===== config.mk =====
export PLATFORM = sky130hd
export DESIGN_NAME = best_times_sorted_insert_core
export DESIGN_NICKNAME = d
export VERILOG_FILES = /design/src/sv/bts_pkg.sv /design/src/sv/bts_front.sv /design/src/sv/bts_cell.sv /design/src/sv/best_times_sorted_insert_core.sv
export SDC_FILE = /design/constraint.sdc
export NUM_CORES = 1
export LEC_CHECK = 0
export BUFFER_PORTS_ARGS = -buffer_cell sky130_fd_sc_hd__buf_2
export CAP_MARGIN = 30
export CORE_ASPECT_RATIO = 0.75
export CORE_MARGIN = 2
export CORE_UTILIZATION = 60
export CTS_BUF_LIST = sky130_fd_sc_hd__clkbuf_2 sky130_fd_sc_hd__clkbuf_4 sky130_fd_sc_hd__clkbuf_8
export DETAILED_ROUTE_END_ITERATION = 12
export PLACE_DENSITY_LB_ADDON = 0.2
export SKIP_CTS_REPAIR_TIMING = 1
export SLEW_MARGIN = 15
export SYNTH_ARGS = -nofsm -noshare
export SYNTH_HDL_FRONTEND = slang
export SYNTH_SLANG_ARGS = --single-unit

===== constraint.sdc =====
create_clock -name aclk -period 9 [get_ports aclk]
set_input_delay 0.45 -clock aclk [delete_from_list [all_inputs] [get_ports aclk]]
set_output_delay 0.45 -clock aclk [all_outputs]
set_load 0.02 [all_outputs]

===== src/sv/bts_pkg.sv =====
// Package for the best-times sorted insert core.
// Holds field widths, request codes, the entry and link types, and the total-seconds function.
// No dependencies.
package bts_pkg;

    localparam int HOURS_W   = 8;
    localparam int MIN_W     = 6;
    localparam int SEC_W     = 6;
    localparam int TAG_W     = 16;
    localparam int IDX_W     = 6;
    localparam int CNT_OUT_W = 7;
    localparam int TOTAL_W   = 20;  // 255*3600 + 63*60 + 63 fits in 20 bits

    localparam int SEC_PER_HOUR = 3600;
    localparam int SEC_PER_MIN  = 60;

    localparam int S_TDATA_W = 48;
    localparam int M_TDATA_W = 56;

    typedef enum logic {
        REQ_INSERT = 1'b0,
        REQ_READ   = 1'b1
    } req_t;

    typedef struct packed {
        logic [HOURS_W-1:0] hours;
        logic [MIN_W-1:0]   minutes;
        logic [SEC_W-1:0]   seconds;
        logic [TAG_W-1:0]   tag;
        logic [TOTAL_W-1:0] total;
    } entry_t;

    // handed from each cell to the next one down the list
    typedef struct packed {
        logic take;   // new item belongs at or before this cell
        logic valid;
    } link_t;

    function automatic logic [TOTAL_W-1:0] total_of(input logic [HOURS_W-1:0] h,
                                                    input logic [MIN_W-1:0]   m,
                                                    input logic [SEC_W-1:0]   s);
        total_of = TOTAL_W'(h) * TOTAL_W'(SEC_PER_HOUR)
                 + TOTAL_W'(m) * TOTAL_W'(SEC_PER_MIN)
                 + TOTAL_W'(s);
    endfunction

endpackage


===== src/sv/bts_front.sv =====
// Input stage of the best-times core: registers one item and its total in seconds.
// Depends on bts_pkg.
module bts_front
    import bts_pkg::*;
(
    input  logic                 aclk,
    input  logic                 aresetn,
    input  logic                 s_tvalid,
    output logic                 s_tready,
    input  logic [S_TDATA_W-1:0] s_tdata,   // hours, minutes, seconds, tag, read_index
    input  logic                 s_tuser,   // req_type
    input  logic                 adv,
    output logic                 a_valid,
    output req_t                 a_req,
    output entry_t               a_entry,
    output logic [IDX_W-1:0]     a_read_index
);

    logic             valid_reg, valid_next;
    req_t             req_reg;
    entry_t           entry_reg;
    logic [IDX_W-1:0] ridx_reg;
    logic             accept;
    entry_t           in_entry;

    assign s_tready = !valid_reg || adv;
    assign accept   = s_tvalid && s_tready;

    always_comb begin
        in_entry.hours   = s_tdata[7:0];
        in_entry.minutes = s_tdata[13:8];
        in_entry.seconds = s_tdata[19:14];
        in_entry.tag     = s_tdata[35:20];
        in_entry.total   = total_of(s_tdata[7:0], s_tdata[13:8], s_tdata[19:14]);
    end

    always_comb begin
        valid_next = valid_reg;
        if (accept) begin
            valid_next = 1'b1;
        end else if (adv) begin
            valid_next = 1'b0;
        end
    end

    always_ff @(posedge aclk) begin
        if (!aresetn) begin
            valid_reg <= 1'b0;
        end else begin
            valid_reg <= valid_next;
        end
    end

    always_ff @(posedge aclk) begin
        if (accept) begin
            req_reg   <= req_t'(s_tuser);
            entry_reg <= in_entry;
            ridx_reg  <= s_tdata[41:36];
        end
    end

    assign a_valid      = valid_reg;
    assign a_req        = req_reg;
    assign a_entry      = entry_reg;
    assign a_read_index = ridx_reg;

endmodule


===== src/sv/bts_cell.sv =====
// One list position of the best-times core: holds an entry, compares it with the new
// total and shifts from its upper neighbor on insert. Depends on bts_pkg.
module bts_cell
    import bts_pkg::*;
(
    input  logic   aclk,
    input  logic   aresetn,
    input  logic   upd,
    input  entry_t new_entry,
    input  link_t  prev_link,
    input  entry_t prev_entry,
    output link_t  link,
    output entry_t entry
);

    logic   valid_reg, valid_next;
    entry_t entry_reg, entry_next;
    logic   take;

    // empty cells always take; the valid prefix keeps take monotonic down the row
    assign take = !valid_reg || (new_entry.total < entry_reg.total);

    always_comb begin
        valid_next = valid_reg;
        entry_next = entry_reg;
        if (upd) begin
            if (prev_link.take) begin
                valid_next = prev_link.valid;
                entry_next = prev_entry;
            end else if (take) begin
                valid_next = 1'b1;
                entry_next = new_entry;
            end
        end
    end

    always_ff @(posedge aclk) begin
        if (!aresetn) begin
            valid_reg <= 1'b0;
        end else begin
            valid_reg <= valid_next;
        end
    end

    always_ff @(posedge aclk) begin
        entry_reg <= entry_next;
    end

    assign link.take  = take;
    assign link.valid = valid_reg;
    assign entry      = entry_reg;

endmodule


===== src/sv/best_times_sorted_insert_core.sv =====
// Best-times sorted insert core: a row of list cells keeping the shortest times in order.
// The result passes through the input register and then the output register.
// Throughput: one item per cycle unless the output stalls; each insert compares all cells with the new total at once.
// Reset (aresetn low, synchronous): clears the cell valid bits, the entry count and both
// pipeline valid flags; stored entries are not cleared.
module best_times_sorted_insert_core
    import bts_pkg::*;
#(
    parameter int TABLE_DEPTH = 10
) (
    input  logic                 aclk,
    input  logic                 aresetn,
    input  logic                 s_tvalid,
    output logic                 s_tready,
    input  logic [S_TDATA_W-1:0] s_tdata,   // hours[7:0], minutes[13:8], seconds[19:14],
                                            // tag[35:20], read_index[41:36]
    input  logic                 s_tuser,   // req_type
    output logic                 m_tvalid,
    input  logic                 m_tready,
    output logic [M_TDATA_W-1:0] m_tdata    // placed[0], place_index[6:1], entry_count[13:7],
                                            // entry_valid[14], hours[22:15], minutes[28:23],
                                            // seconds[34:29], tag[50:35]
);

    localparam int CNT_W = $clog2(TABLE_DEPTH + 1);

    logic             adv;
    logic             a_valid;
    req_t             a_req;
    entry_t           a_entry;
    logic [IDX_W-1:0] a_read_index;
    logic             do_item;
    logic             upd;
    link_t            head_link;

    link_t  link  [TABLE_DEPTH];
    entry_t ent   [TABLE_DEPTH];

    logic [CNT_W-1:0]     count_reg, count_next;
    logic                 out_valid_reg, out_valid_next;
    logic [M_TDATA_W-1:0] out_data_reg, out_data_next;

    logic             placed;
    logic [IDX_W-1:0] place_idx;
    logic             rd_valid;
    entry_t           rd_entry;

    assign adv     = !out_valid_reg || m_tready;
    assign do_item = a_valid && adv;
    assign upd     = do_item && (a_req == REQ_INSERT);

    assign head_link.take  = 1'b0;
    assign head_link.valid = 1'b1;

    bts_front u_front (
        .aclk         (aclk),
        .aresetn      (aresetn),
        .s_tvalid     (s_tvalid),
        .s_tready     (s_tready),
        .s_tdata      (s_tdata),
        .s_tuser      (s_tuser),
        .adv          (adv),
        .a_valid      (a_valid),
        .a_req        (a_req),
        .a_entry      (a_entry),
        .a_read_index (a_read_index)
    );

    for (genvar i = 0; i < TABLE_DEPTH; i++) begin : g_cell
        if (i == 0) begin : g_head
            bts_cell u_cell (
                .aclk       (aclk),
                .aresetn    (aresetn),
                .upd        (upd),
                .new_entry  (a_entry),
                .prev_link  (head_link),
                .prev_entry (a_entry),
                .link       (link[i]),
                .entry      (ent[i])
            );
        end else begin : g_body
            bts_cell u_cell (
                .aclk       (aclk),
                .aresetn    (aresetn),
                .upd        (upd),
                .new_entry  (a_entry),
                .prev_link  (link[i-1]),
                .prev_entry (ent[i-1]),
                .link       (link[i]),
                .entry      (ent[i])
            );
        end
    end

    // take is monotonic, so the last cell tells whether the item fits at all
    always_comb begin
        placed    = link[TABLE_DEPTH-1].take;
        place_idx = '0;
        rd_valid  = 1'b0;
        rd_entry  = '0;
        for (int i = 0; i < TABLE_DEPTH; i++) begin
            if (link[i].take && ((i == 0) || !link[(i == 0) ? 0 : i-1].take)) begin
                place_idx = place_idx | IDX_W'(i);
            end
            if (link[i].valid && (a_read_index == IDX_W'(i))) begin
                rd_valid = 1'b1;
                rd_entry = rd_entry | ent[i];
            end
        end
    end

    always_comb begin
        count_next = count_reg;
        if (upd && placed && (count_reg < CNT_W'(TABLE_DEPTH))) begin
            count_next = count_reg + CNT_W'(1);
        end
    end

    always_comb begin
        out_data_next = '0;
        out_data_next[13:7] = CNT_OUT_W'(count_next);
        if (a_req == REQ_INSERT) begin
            out_data_next[0]   = placed;
            out_data_next[6:1] = placed ? place_idx : '0;
        end else if (rd_valid) begin
            out_data_next[14]    = 1'b1;
            out_data_next[22:15] = rd_entry.hours;
            out_data_next[28:23] = rd_entry.minutes;
            out_data_next[34:29] = rd_entry.seconds;
            out_data_next[50:35] = rd_entry.tag;
        end
    end

    always_comb begin
        out_valid_next = out_valid_reg;
        if (do_item) begin
            out_valid_next = 1'b1;
        end else if (m_tready) begin
            out_valid_next = 1'b0;
        end
    end

    always_ff @(posedge aclk) begin
        if (!aresetn) begin
            count_reg     <= '0;
            out_valid_reg <= 1'b0;
        end else begin
            count_reg     <= count_next;
            out_valid_reg <= out_valid_next;
        end
    end

    always_ff @(posedge aclk) begin
        if (do_item) begin
            out_data_reg <= out_data_next;
        end
    end

    assign m_tvalid = out_valid_reg;
    assign m_tdata  = out_data_reg;

endmodule


==> metrics.csv, run 1 <==
metric;value;unit
status;finished, final reports clean;
Sum Neg Setup Slack;0;ns
DRC viols;0;
worst-margin pin slew;1.03;ns
chip width;282;um
static leakage;14.6;nW
H-tree depth;3;
non-filler cells, final;3553;
largest family of logic cells by synthesized area;multiplexers;
Avg Cell Area, Syn;13.7;um2
Power, Total;7.72;mW
final instance area;38500;um2
Mapped Area;34800;um2
Fin Hold WS;0.0352;ns
Worst R2R Start;u_front.a_entry[1];
Crit Path Category;reg2reg;
share of cells above drive strength 1;0.258;
Clock Sink Count;663;
Final Slew Violations;0;
EDFF count, synth;647;
GRT overflow;0;
R2R depth;9;
dpl cells;3336;
DR vias;22200;
# fillers;3971;
RD Place Congestion;0.841;
worst min path class;in2reg;
initial antenna violation count;1;
pin count of the biggest net entering global routing;64;
multiplexer area fraction after synthesis;0.139;
final critical-path share of the clock period;0.545;
crit-path max FO;38;
Post-Route WL;83100;um
ys async rst share;0;
Synth Area in Compound Gates;0.0964;
sequential cell area fraction in the yosys report;0.567;
skew final;0.0588;ns
Simple-Gate Fraction of Synth Area;0.0406;
hold depth;3;
WP data arrival;5.21;ns
GRT Total Usage;0.276;
final antenna-violating net count;0;
Rel. slew slack;0.312;
max FFs per register;486;
clock-pin slew on the worst setup and hold paths;0.06;ns
adder-cell share of the synthesized area;0.105;
RSZ-0062 raised after global routing;false;
Setup crit end kind;register;
FP Rows;76;
Max Cap Violations;0;
DP Area;36200;um2
final setup violation count;0;
f_max;204;MHz
XOR/XNOR Fraction of Synth Area;0.00755;
die height;213;um
post-synth cell types;61;
Main synth FF type;edfxtp_1;
P per Cell Area;201;nW/um2
post-detail-place hpwl;49800;um
Gate Count Post-Synth;2538;
TritonCTS buffer count;99;
minimum clock period;4.90;ns
CTS tree;yes;
Yosys reg bits;663;
wire per inst;23.4;um
worst-skew pair later-pin latency;0.73;ns
reg2reg setup slack;4.10;ns
Antenna Cells;0;
Hold Path Origin;s_tvalid;
Port Buffers;94;
initial core utilization;0.607;
Worst Hold Endpoint;u_front.a_valid;
VDD IR-drop max;0.150;mV
DRT Pass-1 Iters;7;
die area;60000;um2
Layout Nets;3024;
Layout area overhead;10.5;%
IO Pins;111;
maximum buffer depth of the clock tree;3;
required time of the critical path;9.31;ns
Critical R2R Capture;g_cell[8].g_body.u_cell.entry[13];
Hold Fails Final Rpt;0;
DR iter-0 viols;2596;
core footprint;57300;um2
Root Driver;clkbuf_8;
Setup crit start kind;register;
first-pass GRT wire length;125000;um
vias in the first global route;22200;
via/cell ratio;6.24;
synth warn;0;
## layer usage
metal | GRT usage | wire [um] | vias up
met5 | 0 | 0 | -
met4 | 0.0647 | 1590 | 0
met3 | 0.0673 | 9510 | 156
met2 | 0.435 | 37800 | 1164
met1 | 0.390 | 34200 | 10800
li1 | - | - | 10000
## final cells by class
type	count	area, um2	share of cell area
tap	780	976	0.0254
clock buffer	135	1650	0.0428
sequential	663	19700	0.513
clock inverter	47	262	0.00680
multi-input combinational	1512	13700	0.357
inverter	234	878	0.0228
timing repair buffer	182	1220	0.0317
## cell usage in the layout, fill, tap and decap left out, types with 72 or more instances in the layout
master    count
clkbuf_8    101
mux2_2      383
buf_2        94
a222oi_1     72
nand2_1     128
o21ai_0     103
ha_1        259
edfxtp_1    647
a21oi_1      77
inv_1       234
## report_power, final
part	internal [mW]	switching, mW
registers	3.56	0.0725
logic	0.667	1.02
clock network	1.22	1.18
## synthesized netlist by cell type, types with 3 or more instances
master | n | area, um2
ha_1 | 259 | 3240
nand2b_1 | 8 | 50.1
nor2_1 | 54 | 203
a21oi_1 | 81 | 405
and2_1 | 6 | 37.5
a221oi_1 | 38 | 333
mux2_1 | 46 | 518
edfxtp_1 | 647 | 19400
a21o_1 | 27 | 203
buf_4 | 15 | 113
o2111ai_1 | 3 | 26.3
and4_1 | 8 | 70.1
fa_1 | 20 | 400
a21boi_0 | 11 | 82.6
o21ai_0 | 103 | 515
xor2_1 | 9 | 78.8
dfxtp_1 | 16 | 320
o31ai_1 | 4 | 30.0
and3_1 | 9 | 56.3
nand3_1 | 14 | 70.1
xnor2_1 | 21 | 184
nand4_1 | 19 | 119
a31oi_1 | 40 | 250
nor4_1 | 5 | 31.3
nor2b_1 | 17 | 106
o31a_1 | 3 | 26.3
nand2_1 | 130 | 488
o21bai_1 | 3 | 22.5
mux2_2 | 383 | 4310
inv_1 | 234 | 878
a222oi_1 | 72 | 721
buf_1 | 5 | 18.8
o21a_1 | 9 | 67.6
o211ai_1 | 7 | 52.6
buf_6 | 6 | 67.6
buf_2 | 35 | 175
clkbuf_1 | 77 | 289
nor3_1 | 14 | 70.1
nor4b_1 | 3 | 26.3
nor3b_1 | 6 | 45.0
a211oi_1 | 10 | 75.1
a22o_1 | 36 | 315
## through the flow
step                utilization  worst slack (ns)
CTS                       0.665              4.10
global placement          0.632              4.15
detailed placement        0.632              4.13
floorplan                     -              2.61
global route              0.671              3.86
finish                    0.671              4.10
## critical path, cell delays in order (launching register included)
cell	delay (ns)
edfxtp_1	0.87
ha_1	0.36
o21ai_0	0.16
nor2_1	0.08
o31ai_1	0.29
a21oi_1	0.17
o31ai_4	0.82
inv_1	0.22
a21oi_4	0.78
buf_4	0.65
## cells by family after synthesis
logic type | Yosys count
compound gates | 465
buf+inv | 372
mux | 430
xor+xnor | 30
flops | 663
fa+ha+maj | 279
other cells | 1
simple gates | 298
## how the worst max path moves through the flow
| stage | start | end | slack, ns |
|---|---|---|---|
| after floorplan | m_tvalid | g_cell[6].g_body.u_cell.entry[0] | 2.61 |
| after global placement | s_tdata[11] | u_front.a_entry[17] | 4.15 |
| after detailed placement | s_tdata[11] | u_front.a_entry[14] | 4.13 |
| after CTS | u_front.a_entry[1] | g_cell[8].g_body.u_cell.entry[14] | 4.10 |
| after global routing | u_front.a_entry[1] | g_cell[8].g_body.u_cell.entry[15] | 3.86 |
| final | u_front.a_entry[1] | g_cell[8].g_body.u_cell.entry[13] | 4.10 |
Power figures use the tool's default switching activity.
==> inputs of run 2 (changes only) <==
--- a/config.mk
+++ b/config.mk
@@ -9,7 +9,7 @@
 export CAP_MARGIN = 30
 export CORE_ASPECT_RATIO = 0.75
 export CORE_MARGIN = 2
-export CORE_UTILIZATION = 60
+export CORE_UTILIZATION = 59
 export CTS_BUF_LIST = sky130_fd_sc_hd__clkbuf_2 sky130_fd_sc_hd__clkbuf_4 sky130_fd_sc_hd__clkbuf_8
 export DETAILED_ROUTE_END_ITERATION = 12
 export PLACE_DENSITY_LB_ADDON = 0.2
==> constraint.sdc (replaced) <==
create_clock -name aclk -period 4.5 [get_ports aclk]
set_input_delay 0.225 -clock aclk [delete_from_list [all_inputs] [get_ports aclk]]
set_output_delay 0.225 -clock aclk [all_outputs]
set_load 0.02 [all_outputs]
==> metrics.csv, run 2 (synthesis results as in run 1) <==
metric;value;unit
status;finished, final reports clean;
cell family with most CP delay;adder cells;
worst-margin pin slew;0.996;ns
first-pass GRT wire length;137000;um
final instance area;39300;um2
skew final;0.0403;ns
final antenna-violating net count;0;
final critical-path share of the clock period;0.903;
FP Rows;77;
static leakage;15.0;nW
RSZ-0062 raised after global routing;false;
Worst Path Buf+Inv;5;
slowest cell on the critical path;o41ai_1;
Fin Hold WS;0.0211;ns
Max Cap Violations;0;
Hold Fails Final Rpt;0;
Setup crit start kind;primary input;
Antenna Cells;0;
Post-Route WL;92000;um
Final Slew Violations;0;
DR vias;23100;
Clock Sink Count;663;
post-detail-place hpwl;58500;um
initial antenna violation count;2;
DRC viols;0;
DP Area;36800;um2
vias in the first global route;22900;
core footprint;58700;um2
Setup crit end kind;register;
VDD IR-drop max;0.314;mV
Layout Nets;3087;
pin count of the biggest net entering global routing;49;
TritonCTS buffer count;103;
Rel. slew slack;0.336;
DR iter-0 viols;2754;
die height;214;um
Final WS setup;0.438;ns
Root Driver;clkbuf_8;
wire per inst;25.4;um
reg2reg setup slack;0.61;ns
non-filler cells, final;3625;
WP data arrival;4.51;ns
IO Pins;111;
max incr delay on CP;0.60;ns
# fillers;4132;
DRT Pass-1 Iters;8;
RD Place Congestion;0.876;
f_max;246;MHz
dpl cells;3392;
GRT overflow;0;
max FFs per register;486;
CTS tree;yes;
H-tree depth;3;
share of cells above drive strength 1;0.270;
CP Cell Sequence;buf_2 -> dlygate4sd3_1 -> buf_4 -> fa_1 -> inv_1 -> fa_1 -> buf_4 -> xnor2_1 -> ha_1 -> ha_1 -> nand3_1 -> o211ai_1 -> o41ai_1 -> o2111ai_1 -> nor2b_1 -> xnor2_1;
crit-path max FO;5;
worst-skew pair later-pin latency;0.73;ns
P per Cell Area;408;nW/um2
initial core utilization;0.593;
Crit Path Category;in2reg;
Port Buffers;94;
worst min path class;in2reg;
DP Worst Slack;-0.105;ns
chip width;284;um
minimum clock period;4.06;ns
required time of the critical path;4.95;ns
most frequent cells in the layout;edfxtp_1 (647), mux2_2 (383), ha_1 (259), inv_1 (234), nand2_1 (128);
most common cell after layout, fill and taps aside;edfxtp_1;
clock-pin slew on the worst setup and hold paths;0.06;ns
maximum buffer depth of the clock tree;3;
via/cell ratio;6.37;
die area;61000;um2
Sum Neg Setup Slack;0;ns
Layout area overhead;12.9;%
final setup violation count;0;
GRT Total Usage;0.299;
==> run 2: cell count changes in the layout (fill, tap and decap cells not counted), sizes merged <==
cell,before,now
dlygate4sd3,35,48
inv,235,237
clkinvlp,1,2
clkbuf,135,136
bufinv,1,3
clkinv,44,41
buf,147,193
==> run 2: layout make-up <==
class / instances / area [um2] / area share
clock buffers: 136 / 1700 / 0.0432
flip-flops and latches: 663 / 19700 / 0.503
multi-input cells: 1512 / 13700 / 0.350
clock inverters: 49 / 328 / 0.00834
well taps: 790 / 988 / 0.0252
inverters: 234 / 878 / 0.0224
repair buffers: 241 / 1910 / 0.0485
==> run 2: routing by layer <==
metal	track usage	share of wire	up-vias	wire length, um
met5	0	0.00014	-	13
met4	0.0919	0.027	2	2440
met3	0.0757	0.12	190	10800
met2	0.451	0.44	1321	40500
met1	0.428	0.42	11400	38300
li1	-	-	10200	-
==> run 2: per-stage QoR <==
step                      utilization  power [mW]
final                           0.670        16.0
after global placement          0.627        10.8
after CTS                       0.661        16.0
after detailed placement        0.627        11.0
after global routing            0.670        16.8
after floorplan                     -        9.74
==> run 2: final timing paths <==
kind,startpoint,end,cells past startpoint
max,s_tdata[11],u_front.a_entry[14],16
max reg2reg,u_front.a_entry[17],g_cell[2].g_body.u_cell.entry[43],9
min reg2reg,u_front.a_valid,m_tvalid,1
min,s_tdata[8],u_front.a_entry[2],3
==> run 2: report_power, final <==
group | switching, mW | internal (mW)
registers | 0.464 | 7.13
logic | 1.94 | 1.42
clock network | 2.43 | 2.64
==> run 2: worst register-to-register path, stage by stage (launching register included) <==
cell and delay, ns:
edfxtp_1 0.56, buf_4 0.25, ha_1 0.31, a21o_1 0.16
a21o_1 0.17, a21oi_1 0.26, o211ai_1 0.21, o311ai_4 0.68
buf_4 0.62, mux2_2 0.44
